**config.mk**
```make
export PLATFORM = sky130hd
export DESIGN_NAME = char_stream_tokenizer_top
export DESIGN_NICKNAME = d
export VERILOG_FILES = /design/src/rtl/core/cst_pkg.sv /design/src/rtl/core/cst_lexer.sv /design/src/rtl/core/cst_oq.sv /design/src/rtl/core/char_stream_tokenizer_top.sv
export SDC_FILE = /design/constraint.sdc
export NUM_CORES = 2
export LEC_CHECK = 0
export BUFFER_PORTS_ARGS = -buffer_cell sky130_fd_sc_hd__buf_2
export CAP_MARGIN = 15
export CORE_MARGIN = 1
export CORE_UTILIZATION = 51
export DETAILED_ROUTE_END_ITERATION = 8
export HOLD_SLACK_MARGIN = 0.1
export PLACE_DENSITY_LB_ADDON = 0.2
export SYNTH_ARGS = -nofsm -noshare
export SYNTH_HDL_FRONTEND = slang
export SYNTH_SLANG_ARGS = --single-unit
```
**constraint.sdc**
```tcl
create_clock -name clk -period 9.5 [get_ports clk]
set_input_delay 1.9 -clock clk [delete_from_list [all_inputs] [get_ports clk]]
set_output_delay 1.9 -clock clk [all_outputs]
set_load 0.02 [all_outputs]
```
**src/rtl/core/cst_pkg.sv**
```systemverilog
`timescale 1ns / 1ps
// ----------------------------------------------------------------------------
// cst_pkg
// Shared types, codes and character helpers for the character stream
// tokenizer.
// ----------------------------------------------------------------------------
package cst_pkg;

	// Default width of the character offset counter
	localparam int POS_BITS_DEF = 16;

	// Output queue depth (power of two) and the room one character may need
	localparam int OQ_DEPTH = 8;
	localparam int OQ_PTR_W = $clog2(OQ_DEPTH);
	localparam int OQ_FILL_W = $clog2(OQ_DEPTH + 1);
	localparam int MAX_TOK = 3;

	// Configuration port
	localparam int PADDR_W = 3;
	localparam logic REG_FIRST_LINE = 1'b0;
	localparam logic [15:0] FIRST_LINE_RST = 16'd1;

	localparam logic [30:0] INT_MAX = 31'h7FFF_FFFF;
	localparam logic [15:0] LEN_MAX = 16'hFFFF;

	// Characters with a meaning of their own
	localparam logic [7:0] CH_NUL = 8'h00;
	localparam logic [7:0] CH_NL = 8'h0A;
	localparam logic [7:0] CH_SPACE = 8'h20;
	localparam logic [7:0] CH_QUOTE = 8'h22;
	localparam logic [7:0] CH_DOT = 8'h2E;
	localparam logic [7:0] CH_ZERO = 8'h30;
	localparam logic [7:0] CH_NINE = 8'h39;
	localparam logic [7:0] CH_UNDER = 8'h5F;
	localparam logic [7:0] CH_TILDE = 8'h7E;

	typedef enum logic [4:0] {
		K_END    = 5'd0,
		K_ERROR  = 5'd1,
		K_INT    = 5'd2,
		K_FLOAT  = 5'd3,
		K_STRING = 5'd4,
		K_IDENT  = 5'd5,
		K_LBRACK = 5'd6,
		K_RBRACK = 5'd7,
		K_LPAREN = 5'd8,
		K_RPAREN = 5'd9,
		K_LBRACE = 5'd10,
		K_RBRACE = 5'd11,
		K_LT     = 5'd12,
		K_GT     = 5'd13,
		K_EQ     = 5'd14,
		K_COMMA  = 5'd15,
		K_SEMI   = 5'd16,
		K_COLON  = 5'd17,
		K_PLUS   = 5'd18,
		K_MINUS  = 5'd19,
		K_STAR   = 5'd20,
		K_SLASH  = 5'd21,
		K_DOT    = 5'd22
	} kind_t;

	typedef enum logic [2:0] {
		M_IDLE    = 3'd0,
		M_NUM     = 3'd1,
		M_NUMDOT  = 3'd2,
		M_STR     = 3'd3,
		M_IDENT   = 3'd4,
		M_DISCARD = 3'd5
	} mode_t;

	typedef struct packed {
		kind_t       kind;
		logic [15:0] start;
		logic [15:0] len;
		logic [15:0] line;
		logic [30:0] ival;
		logic        ovf;
		logic        last;
	} tok_t;

	// Tokens produced by one character, in emission order from slot 0
	typedef struct packed {
		logic [1:0]         cnt;
		tok_t [MAX_TOK-1:0] tok;
	} lex_out_t;

	typedef struct packed {
		logic  hit;
		kind_t kind;
	} punct_t;

	typedef struct packed {
		logic        sat;
		logic [30:0] val;
	} acc_t;

	function automatic logic is_digit(input logic [7:0] c);
		return (c >= CH_ZERO) && (c <= CH_NINE);
	endfunction

	function automatic logic is_alpha(input logic [7:0] c);
		return ((c >= 8'h61) && (c <= 8'h7A)) || ((c >= 8'h41) && (c <= 8'h5A));
	endfunction

	function automatic logic is_print(input logic [7:0] c);
		return (c >= CH_SPACE) && (c <= CH_TILDE);
	endfunction

	// Single-character punctuators
	function automatic punct_t punct_lookup(input logic [7:0] c);
		punct_t p;
		p.hit = 1'b1;
		case (c)
			8'h5B: p.kind = K_LBRACK; // [
			8'h5D: p.kind = K_RBRACK; // ]
			8'h28: p.kind = K_LPAREN; // (
			8'h29: p.kind = K_RPAREN; // )
			8'h7B: p.kind = K_LBRACE; // {
			8'h7D: p.kind = K_RBRACE; // }
			8'h3C: p.kind = K_LT;     // <
			8'h3E: p.kind = K_GT;     // >
			8'h3D: p.kind = K_EQ;     // =
			8'h2C: p.kind = K_COMMA;  // ,
			8'h3B: p.kind = K_SEMI;   // ;
			8'h3A: p.kind = K_COLON;  // :
			8'h2B: p.kind = K_PLUS;   // +
			8'h2D: p.kind = K_MINUS;  // -
			8'h2A: p.kind = K_STAR;   // *
			8'h2F: p.kind = K_SLASH;  // /
			8'h2E: p.kind = K_DOT;    // .
			default: begin
				p.hit = 1'b0;
				p.kind = K_ERROR;
			end
		endcase
		return p;
	endfunction

	// Saturating length add
	function automatic logic [15:0] len_add(input logic [15:0] len, input logic [1:0] k);
		logic [16:0] s;
		s = {1'b0, len} + {15'd0, k};
		return s[16] ? LEN_MAX : s[15:0];
	endfunction

	// accum * 10 + digit, saturating at 2^31-1
	function automatic acc_t acc_digit(input logic [30:0] acc, input logic [7:0] c);
		logic [34:0] v;
		acc_t r;
		v = ({4'd0, acc} << 3) + ({4'd0, acc} << 1) + {31'd0, c[3:0]};
		r.sat = (v > {4'd0, INT_MAX});
		r.val = r.sat ? INT_MAX : v[30:0];
		return r;
	endfunction

	function automatic tok_t make_tok(input kind_t kind, input logic [15:0] start,
		input logic [15:0] len, input logic [15:0] line, input logic [30:0] ival,
		input logic ovf);
		tok_t t;
		t.kind = kind;
		t.start = start;
		t.len = len;
		t.line = line;
		t.ival = ival;
		t.ovf = ovf;
		t.last = 1'b0;
		return t;
	endfunction

endpackage

```
**src/rtl/core/cst_lexer.sv**
```systemverilog
`timescale 1ns / 1ps
// ----------------------------------------------------------------------------
// cst_lexer
// Scanner state and the combinational step: takes the registered character,
// produces up to three tokens and updates the scanner state on advance.
// ----------------------------------------------------------------------------
module cst_lexer #(
	parameter int POS_BITS = cst_pkg::POS_BITS_DEF
) (
	input  logic              clk,
	input  logic              arst_n,
	input  logic              adv,
	input  logic [7:0]        ch_s1,
	input  logic [15:0]       first_line,
	output cst_pkg::lex_out_t lex
);
	import cst_pkg::*;

	mode_t               mode_q;
	logic [POS_BITS-1:0] offset_q;
	logic [15:0]         line_q;
	logic [15:0]         start_q;
	logic [15:0]         len_q;
	logic [30:0]         acc_q;
	logic                sat_q;
	logic                flt_q;

	mode_t               nxt_mode;
	logic [15:0]         nxt_line;
	logic [15:0]         nxt_start;
	logic [15:0]         nxt_len;
	logic [30:0]         nxt_acc;
	logic                nxt_sat;
	logic                nxt_flt;
	logic                restart;

	// Idle-mode handling of the character, computed once and used by the idle, number and identifier modes
	mode_t               id_mode;
	logic [15:0]         id_line;
	logic [15:0]         id_start;
	logic [15:0]         id_len;
	logic [30:0]         id_acc;
	logic                id_sat;
	logic                id_flt;
	logic                id_restart;
	logic                id_emit;
	tok_t                id_tok;

	logic [POS_BITS-1:0] off_p1;
	logic [POS_BITS-1:0] off_m1;
	logic [15:0]         off16;
	punct_t              pu;
	acc_t                dig;
	logic                c_dig;
	logic                c_ident;
	tok_t                flush_tok;

	assign off_p1 = offset_q + 1'b1;
	assign off_m1 = offset_q - 1'b1;
	assign off16 = 16'(offset_q);
	assign pu = punct_lookup(ch_s1);
	assign dig = acc_digit(acc_q, ch_s1);
	assign c_dig = is_digit(ch_s1);
	assign c_ident = is_alpha(ch_s1) || c_dig || (ch_s1 == CH_UNDER);

	// Pending number as a token
	always_comb begin
		if (flt_q) begin
			flush_tok = make_tok(K_FLOAT, start_q, len_q, line_q, '0, 1'b0);
		end else begin
			flush_tok = make_tok(K_INT, start_q, len_q, line_q, acc_q, sat_q);
		end
	end

	// Character seen with no token open
	always_comb begin
		id_mode = M_IDLE;
		id_line = line_q;
		id_start = start_q;
		id_len = len_q;
		id_acc = acc_q;
		id_sat = sat_q;
		id_flt = flt_q;
		id_restart = 1'b0;
		id_emit = 1'b0;
		id_tok = make_tok(K_ERROR, off16, 16'd1, line_q, '0, 1'b0);
		if (pu.hit) begin
			id_emit = 1'b1;
			id_tok = make_tok(pu.kind, off16, 16'd1, line_q, '0, 1'b0);
		end else if (c_dig) begin
			id_mode = M_NUM;
			id_start = off16;
			id_len = 16'd1;
			id_acc = {27'd0, ch_s1[3:0]};
			id_sat = 1'b0;
			id_flt = 1'b0;
		end else if (ch_s1 == CH_QUOTE) begin
			id_mode = M_STR;
			id_start = 16'(off_p1);
			id_len = 16'd0;
		end else if (is_alpha(ch_s1) || (ch_s1 == CH_UNDER)) begin
			id_mode = M_IDENT;
			id_start = off16;
			id_len = 16'd1;
		end else if (ch_s1 == CH_NUL) begin
			id_emit = 1'b1;
			id_tok = make_tok(K_END, off16, 16'd0, line_q, '0, 1'b0);
			id_line = first_line;
			id_restart = 1'b1;
		end else if (ch_s1 == CH_NL) begin
			id_line = line_q + 16'd1;
		end else if (is_print(ch_s1) && (ch_s1 != CH_SPACE)) begin
			id_emit = 1'b1;
			id_mode = M_DISCARD;
		end
	end

	// Step: per-mode handling, then the idle handler where the token closes
	always_comb begin
		logic use_idle;
		logic [1:0] n;
		use_idle = 1'b0;
		n = 2'd0;
		lex.tok = '0;
		nxt_mode = mode_q;
		nxt_line = line_q;
		nxt_start = start_q;
		nxt_len = len_q;
		nxt_acc = acc_q;
		nxt_sat = sat_q;
		nxt_flt = flt_q;
		restart = 1'b0;
		case (mode_q)
			M_NUM: begin
				if (c_dig) begin
					nxt_acc = dig.val;
					nxt_sat = sat_q | dig.sat;
					nxt_len = len_add(len_q, 2'd1);
				end else if (ch_s1 == CH_DOT) begin
					nxt_mode = M_NUMDOT;
				end else begin
					lex.tok[n] = flush_tok;
					n = n + 2'd1;
					use_idle = 1'b1;
				end
			end
			M_NUMDOT: begin
				if (c_dig) begin
					nxt_flt = 1'b1;
					nxt_acc = dig.val;
					nxt_sat = sat_q | dig.sat;
					nxt_len = len_add(len_q, 2'd2);
					nxt_mode = M_NUM;
				end else begin
					lex.tok[n] = flush_tok;
					n = n + 2'd1;
					lex.tok[n] = make_tok(K_DOT, 16'(off_m1), 16'd1, line_q, '0, 1'b0);
					n = n + 2'd1;
					use_idle = 1'b1;
				end
			end
			M_STR: begin
				if (ch_s1 == CH_QUOTE) begin
					lex.tok[n] = make_tok(K_STRING, start_q, len_q, line_q, '0, 1'b0);
					n = n + 2'd1;
					nxt_mode = M_IDLE;
				end else if (is_print(ch_s1)) begin
					nxt_len = len_add(len_q, 2'd1);
				end else begin
					// unprintable byte inside a string
					lex.tok[n] = make_tok(K_ERROR, off16, 16'd1, line_q, '0, 1'b0);
					n = n + 2'd1;
					nxt_mode = M_DISCARD;
					if (ch_s1 == CH_NUL) begin
						lex.tok[n] = make_tok(K_END, off16, 16'd0, line_q, '0, 1'b0);
						n = n + 2'd1;
						nxt_mode = M_IDLE;
						nxt_line = first_line;
						restart = 1'b1;
					end
				end
			end
			M_IDENT: begin
				if (c_ident) begin
					nxt_len = len_add(len_q, 2'd1);
				end else begin
					lex.tok[n] = make_tok(K_IDENT, start_q, len_q, line_q, '0, 1'b0);
					n = n + 2'd1;
					use_idle = 1'b1;
				end
			end
			M_DISCARD: begin
				if (ch_s1 == CH_NUL) begin
					lex.tok[n] = make_tok(K_END, off16, 16'd0, line_q, '0, 1'b0);
					n = n + 2'd1;
					nxt_mode = M_IDLE;
					nxt_line = first_line;
					restart = 1'b1;
				end
			end
			default: begin
				use_idle = 1'b1;
			end
		endcase
		if (use_idle) begin
			nxt_mode = id_mode;
			nxt_line = id_line;
			nxt_start = id_start;
			nxt_len = id_len;
			nxt_acc = id_acc;
			nxt_sat = id_sat;
			nxt_flt = id_flt;
			restart = id_restart;
			if (id_emit) begin
				lex.tok[n] = id_tok;
				n = n + 2'd1;
			end
		end
		if (n != 2'd0) begin
			lex.tok[n - 2'd1].last = 1'b1;
		end
		lex.cnt = n;
	end

	// Scanner control state
	always_ff @(posedge clk or negedge arst_n) begin
		if (!arst_n) begin
			mode_q <= M_IDLE;
			offset_q <= '0;
			line_q <= FIRST_LINE_RST;
			start_q <= '0;
			len_q <= '0;
			acc_q <= '0;
			sat_q <= 1'b0;
			flt_q <= 1'b0;
		end else if (adv) begin
			mode_q <= nxt_mode;
			offset_q <= restart ? '0 : off_p1;
			line_q <= nxt_line;
			start_q <= nxt_start;
			len_q <= nxt_len;
			acc_q <= nxt_acc;
			sat_q <= nxt_sat;
			flt_q <= nxt_flt;
		end
	end

endmodule

```
**src/rtl/core/cst_oq.sv**
```systemverilog
`timescale 1ns / 1ps
// ----------------------------------------------------------------------------
// cst_oq
// Output token queue: takes up to three tokens per cycle, hands out one
// per transaction from a register array.
// ----------------------------------------------------------------------------
module cst_oq (
	input  logic                          clk,
	input  logic                          arst_n,
	input  logic                          push,
	input  cst_pkg::lex_out_t             lex,
	input  logic                          pop,
	output cst_pkg::tok_t                 head,
	output logic                          nonempty,
	output logic [cst_pkg::OQ_FILL_W-1:0] fill
);
	import cst_pkg::*;

	tok_t                 mem [OQ_DEPTH];
	logic [OQ_PTR_W-1:0]  wr_q;
	logic [OQ_PTR_W-1:0]  rd_q;
	logic [OQ_FILL_W-1:0] fill_q;
	logic [1:0]           n_in;

	assign n_in = push ? lex.cnt : 2'd0;
	assign head = mem[rd_q];
	assign nonempty = (fill_q != '0);
	assign fill = fill_q;

	// Storage, up to three writes at consecutive slots
	always_ff @(posedge clk) begin
		for (int i = 0; i < MAX_TOK; i++) begin
			if (2'(i) < n_in) begin
				mem[OQ_PTR_W'(wr_q + OQ_PTR_W'(i))] <= lex.tok[i];
			end
		end
	end

	// Pointers and fill level
	always_ff @(posedge clk or negedge arst_n) begin
		if (!arst_n) begin
			wr_q <= '0;
			rd_q <= '0;
			fill_q <= '0;
		end else begin
			wr_q <= wr_q + OQ_PTR_W'(n_in);
			if (pop) begin
				rd_q <= rd_q + 1'b1;
			end
			fill_q <= fill_q + OQ_FILL_W'(n_in) - OQ_FILL_W'(pop);
		end
	end

endmodule

```
**src/rtl/core/char_stream_tokenizer_top.sv**
```systemverilog
`timescale 1ns / 1ps
// ----------------------------------------------------------------------------
// char_stream_tokenizer_top
// Lexical analyzer taking one character per transaction and delivering
// tokens one per transaction, with an APB-style register for first_line.
// ----------------------------------------------------------------------------
// Takes one character per clock cycle while ch_stall is low. A character is
// registered, then scanned once the output queue has room, which yields
// zero to three tokens; these are written into an 8-entry output queue,
// whose head drives the token outputs. ch_stall rises only while a
// character waits and the queue has fewer than three free entries, which
// with a consumer taking one token per cycle happens only after bursts of
// multi-token characters.
// first_line applies from the next NUL (end of text) onward.
module char_stream_tokenizer_top #(
	parameter int POS_BITS = cst_pkg::POS_BITS_DEF
) (
	input  logic                        clk,
	input  logic                        arst_n,
	// configuration
	input  logic                        psel,
	input  logic                        penable,
	input  logic                        pwrite,
	input  logic [cst_pkg::PADDR_W-1:0] paddr,
	input  logic [31:0]                 pwdata,
	output logic [31:0]                 prdata,
	output logic                        pready,
	// character input
	input  logic                        ch_valid,
	output logic                        ch_stall,
	input  logic [7:0]                  ch,
	// token output
	output logic                        tok_valid,
	input  logic                        tok_stall,
	output logic [4:0]                  kind,
	output logic [15:0]                 start_res,
	output logic [15:0]                 length,
	output logic [15:0]                 line_no,
	output logic [30:0]                 int_value,
	output logic                        overflow,
	output logic                        last
);
	import cst_pkg::*;

	logic [15:0]          first_line_q;
	logic [7:0]           ch_s1;
	logic                 vld_s1;
	logic                 ch_acc;
	logic                 adv;
	logic                 room;
	lex_out_t             lex;
	tok_t                 head;
	logic [OQ_FILL_W-1:0] fill;
	logic                 pop;

	// Configuration register
	assign pready = 1'b1;
	assign prdata = (paddr[2] == REG_FIRST_LINE) ? {16'd0, first_line_q} : 32'd0;

	always_ff @(posedge clk or negedge arst_n) begin
		if (!arst_n) begin
			first_line_q <= FIRST_LINE_RST;
		end else if (psel && penable && pwrite && pready && (paddr[2] == REG_FIRST_LINE)) begin
			first_line_q <= pwdata[15:0];
		end
	end

	// Input register; scan proceeds when the queue can take a full burst
	assign room = (fill <= OQ_FILL_W'(OQ_DEPTH - MAX_TOK));
	assign adv = vld_s1 && room;
	assign ch_stall = vld_s1 && !room;
	assign ch_acc = ch_valid && !ch_stall;

	always_ff @(posedge clk or negedge arst_n) begin
		if (!arst_n) begin
			vld_s1 <= 1'b0;
		end else if (ch_acc) begin
			vld_s1 <= 1'b1;
		end else if (adv) begin
			vld_s1 <= 1'b0;
		end
	end

	always_ff @(posedge clk) begin
		if (ch_acc) begin
			ch_s1 <= ch;
		end
	end

	cst_lexer #(
		.POS_BITS(POS_BITS)
	) u_lexer (
		.clk        (clk),
		.arst_n     (arst_n),
		.adv        (adv),
		.ch_s1      (ch_s1),
		.first_line (first_line_q),
		.lex        (lex)
	);

	// Output queue
	assign pop = tok_valid && !tok_stall;

	cst_oq u_oq (
		.clk      (clk),
		.arst_n   (arst_n),
		.push     (adv),
		.lex      (lex),
		.pop      (pop),
		.head     (head),
		.nonempty (tok_valid),
		.fill     (fill)
	);

	assign kind = head.kind;
	assign start_res = head.start;
	assign length = head.len;
	assign line_no = head.line;
	assign int_value = head.ival;
	assign overflow = head.ovf;
	assign last = head.last;

	// Checks
	a_fill_bound: assert property (@(posedge clk) disable iff (!arst_n)
		fill <= OQ_FILL_W'(OQ_DEPTH))
		else $error("output queue overfilled");

	a_stall_cause: assert property (@(posedge clk) disable iff (!arst_n)
		ch_stall |-> (vld_s1 && (fill > OQ_FILL_W'(OQ_DEPTH - MAX_TOK))))
		else $error("input stalled without a waiting character");

	a_accept_held: assert property (@(posedge clk) disable iff (!arst_n)
		ch_acc |=> vld_s1)
		else $error("accepted character lost");

	a_burst_fits: assert property (@(posedge clk) disable iff (!arst_n)
		adv |-> (fill + OQ_FILL_W'(lex.cnt) <= OQ_FILL_W'(OQ_DEPTH)))
		else $error("token burst exceeds queue space");

endmodule
```
==> results by group <==
STA
  • Worst-Margin Slew: between 1 and 1.5 ns
  • Final setup viols: 0
  • Final Max Slew Viols: 0
  • Worst clock skew: between 0.04 and 0.05 ns
  • Slew Limit Headroom: between 10% and 20%
  • Minimum clock period: slightly below 7 ns
  • Final hold violation count: 0
  • Fmax: approximately 150 MHz
  • RSZ-0062 raised after global routing: false
  • Final cycle utilization of the critical path: slightly above 70%
  • Total negative slack: 0 ns
  • Worst Slack Setup Final: 2.61 ns

Drt
  • Vias per std cell: between 6 and 7
  • DR pass1 iterations: 6
  • Vias post-DR: just under 30000
  • Starting DRT DRC Count: 2827
  • Final wirelength: ~120 mm
  • # DRC: 0
  • Detail Route Antenna Nets: 0
  • Post-DR wirelength/cell: approximately 24 µm

Clock network
  • Clk root buf: clkbuf_16
  • Clock sink count: roughly 820
  • Hold buffer count at cts: 0
  • CTS Buf Count: approximately 90
  • Clk_lat worst skew: 0.66 ns
  • Reg clk slew, reported paths: ~0.060 ns
  • CTS tree: done
  • Postcts setup bufs: 0
  • H-tree level count: 3
  • Clock Path Buffers: 3
  • Post_cts resized: 0

Synthesis
  • Distinct cell type count after synthesis: a little under 90
  • Post-synthesis sequential area ratio: a little under three fifths
  • Flops & latches, synth: 823
  • Most used DFF post-synth: edfxtp_1
  • Syn avg cell area: between 10 and 15 µm²
  • Post-synth EDFFs: 696
  • Async S/R FF share, synth: around 15%
  • Post-synthesis cell area: 43300 µm²
  • Mapped Cells: roughly 3600
  • Yosys warning total: 0

Placement
  • Setup slack after placement: roughly 2.8 ns
  • Buffers on Ports: 135
  • Final HPWL DP: 66.9 mm
  • Placer Congestion: ~0.92

Worst setup path
  • Worst setup EP type: flop
  • WP data required: 9.77 ns
  • Crit path max fanout: 48
  • Crit path DAT: 7.16 ns
  • Critical path class: reg -> reg
  • CP startpoint kind: flop

Power
  • Highest ir drop seen on vdd: 0.353 mV
  • Pwr Density: around 320 nW/µm²
  • Leak: ~18 nW

Flow run
  • Max capacitance violation total: 0

Global routing
  • Vias in the first global route: roughly 29000
  • Gr usage total: 26.9%
  • Largest net degree at the start of global routing: between 100 and 150
  • First-pass GRT wire length: roughly 180 mm
  • GRT overflow: 0
  • Initial antenna violation count: 0

Floorplan
  • IO Count: 171
  • DIE AREA: about 86000 µm²
  • Cell row count: 106
  • Die width: approximately 290 µm
  • Initial Utilization: ~52%
  • Die Y: a little under 300 µm
  • Core Region: approximately 84000 µm²

Status
  • Status: complete, no violations

Min path
  • Worst min path class: reg -> reg

Finish
  • Layout cells sized above 1: between 15 and 20%
  • Synth-to-layout area growth: 11.0%
  • Fin util: around 57%
  • Nets: about 3800
## power breakdown
part,internal [mW],switching (mW),leakage [nW]
registers,4.87,0.539,8.07
logic,2.49,4.13,8.11
clock network,2.08,1.48,1.47
## cells in the mapped netlist, types with 61 or more instances
library cell	n	area, µm²
buf_2	61	305
mux4_2	172	3870
edfxtp_1	696	20900
mux2_2	106	1190
o21ai_0	246	1230
dfrtp_1	125	3130
nand2_1	321	1200
a21oi_1	164	821
mux2i_1	174	1740
and2_1	136	851
ha_1	79	988
nor2_1	522	1960
clkbuf_1	164	616
## sequential cells by signal (all words and copies together), names as in the netlist
register / flops
u_lexer.acc_q: 31
u_lexer.line_q: 16
first_line_q: 16
u_lexer.off16: 16
ch_s1: 8
u_lexer.flt_q: 1
u_lexer.start_q: 16
u_oq.wr_q: 3
u_oq.mem: 688
u_lexer.len_q: 16
u_oq.rd_q: 3
u_lexer.mode_q: 3
u_oq.fill: 4
u_lexer.sat_q: 1
vld_s1: 1
## routing by layer
| layer | vias to the layer above | GRT usage (%) | part of all wire (%) |
|---|---|---|---|
| li1 | 13400 | - | - |
| met4 | 0 | 8.65 | 2.8 |
| met3 | 211 | 4.14 | 8.3 |
| met2 | 1311 | 43.3 | 47 |
| met1 | 14700 | 37.7 | 42 |
| met5 | - | 0 | 0 |
## cells by family after synthesis
| family | Yosys count | share of synthesized area (%) |
|---|---|---|
| fa+ha+maj | 83 | 2.47 |
| xor+xnor | 52 | 1.05 |
| mux | 456 | 15.8 |
| compound gates | 643 | 8.78 |
| simple gates | 1234 | 13.2 |
| buf+inv | 309 | 3.04 |
| other cells | 2 | 0.0173 |
| flops | 823 | 55.6 |
## path summary, 6_finish.rpt
| path | start | to | slack [ns] | cells after the start |
|---|---|---|---|---|
| min in group asynchronous | arst_n | first_line_q[12] | 1.22 | 1 |
| worst min-delay path | first_line_q[0] | u_lexer.line_q[0] | 0.48 | 2 |
| max in group asynchronous | arst_n | u_oq.rd_q[2] | 6.82 | 2 |
| worst max register to register | ch_s1[2] | u_oq.mem[1][58] | 2.61 | 14 |
| worst max-delay path | ch_s1[2] | u_oq.mem[1][58] | 2.61 | 14 |
| worst min register to register | first_line_q[0] | u_lexer.line_q[0] | 0.48 | 2 |
## final cells by class
| type | instances | area (µm²) |
|---|---|---|
| Inverter | 37 | 139 |
| Timing Repair Buffer | 205 | 1280 |
| Sequential cell | 823 | 24100 |
| Fill cell | 6948 | 35700 |
| Multi-Input combinational cell | 2485 | 18100 |
| Clock inverter | 48 | 557 |
| Tap cell | 1134 | 1420 |
| Antenna cell | 1 | 2.50 |
| Clock buffer | 119 | 2460 |
## worst max-delay path, stage by stage, from the launching register on
cell and delay [ns]:
edfxtp_1 0.94, nand2b_1 0.26, nor4_4 0.04, buf_4 0.25
nor4_1 0.56, o31ai_1 0.15, nor2_1 0.59, ha_1 0.28
nand2_1 0.08, nor3_1 0.46, nand3_2 0.81, nand2_2 0.26
buf_4 0.64, o21bai_4 0.43, buf_4 0.68
## through the flow
stage,power (mW),instance area (µm²),hold slack [ns],instances
after floorplan,10.0,43400,0.450,3617
after global placement,12.0,45100,0.467,4684
after detailed placement,12.1,45100,0.475,4684
after CTS,15.7,48100,0.487,4851
after global routing,16.4,48100,0.496,4851
final,15.6,48100,0.484,4852
## cells in the final DEF (no fill, tap or decap), drive strengths merged, types with 31 or more instances in the layout
cell	n
buf	205
nor3	38
mux4	172
and2	136
o21ai	263
mux2i	178
edfxtp	696
inv	39
nand3	56
ha	79
a21oi	167
xor2	31
dfrtp	125
clkinv	34
nor2	522
and3	38
clkbuf	119
nand2	321
mux2	106
a31oi	47
No activity file was read; power rests on OpenSTA's default activity.
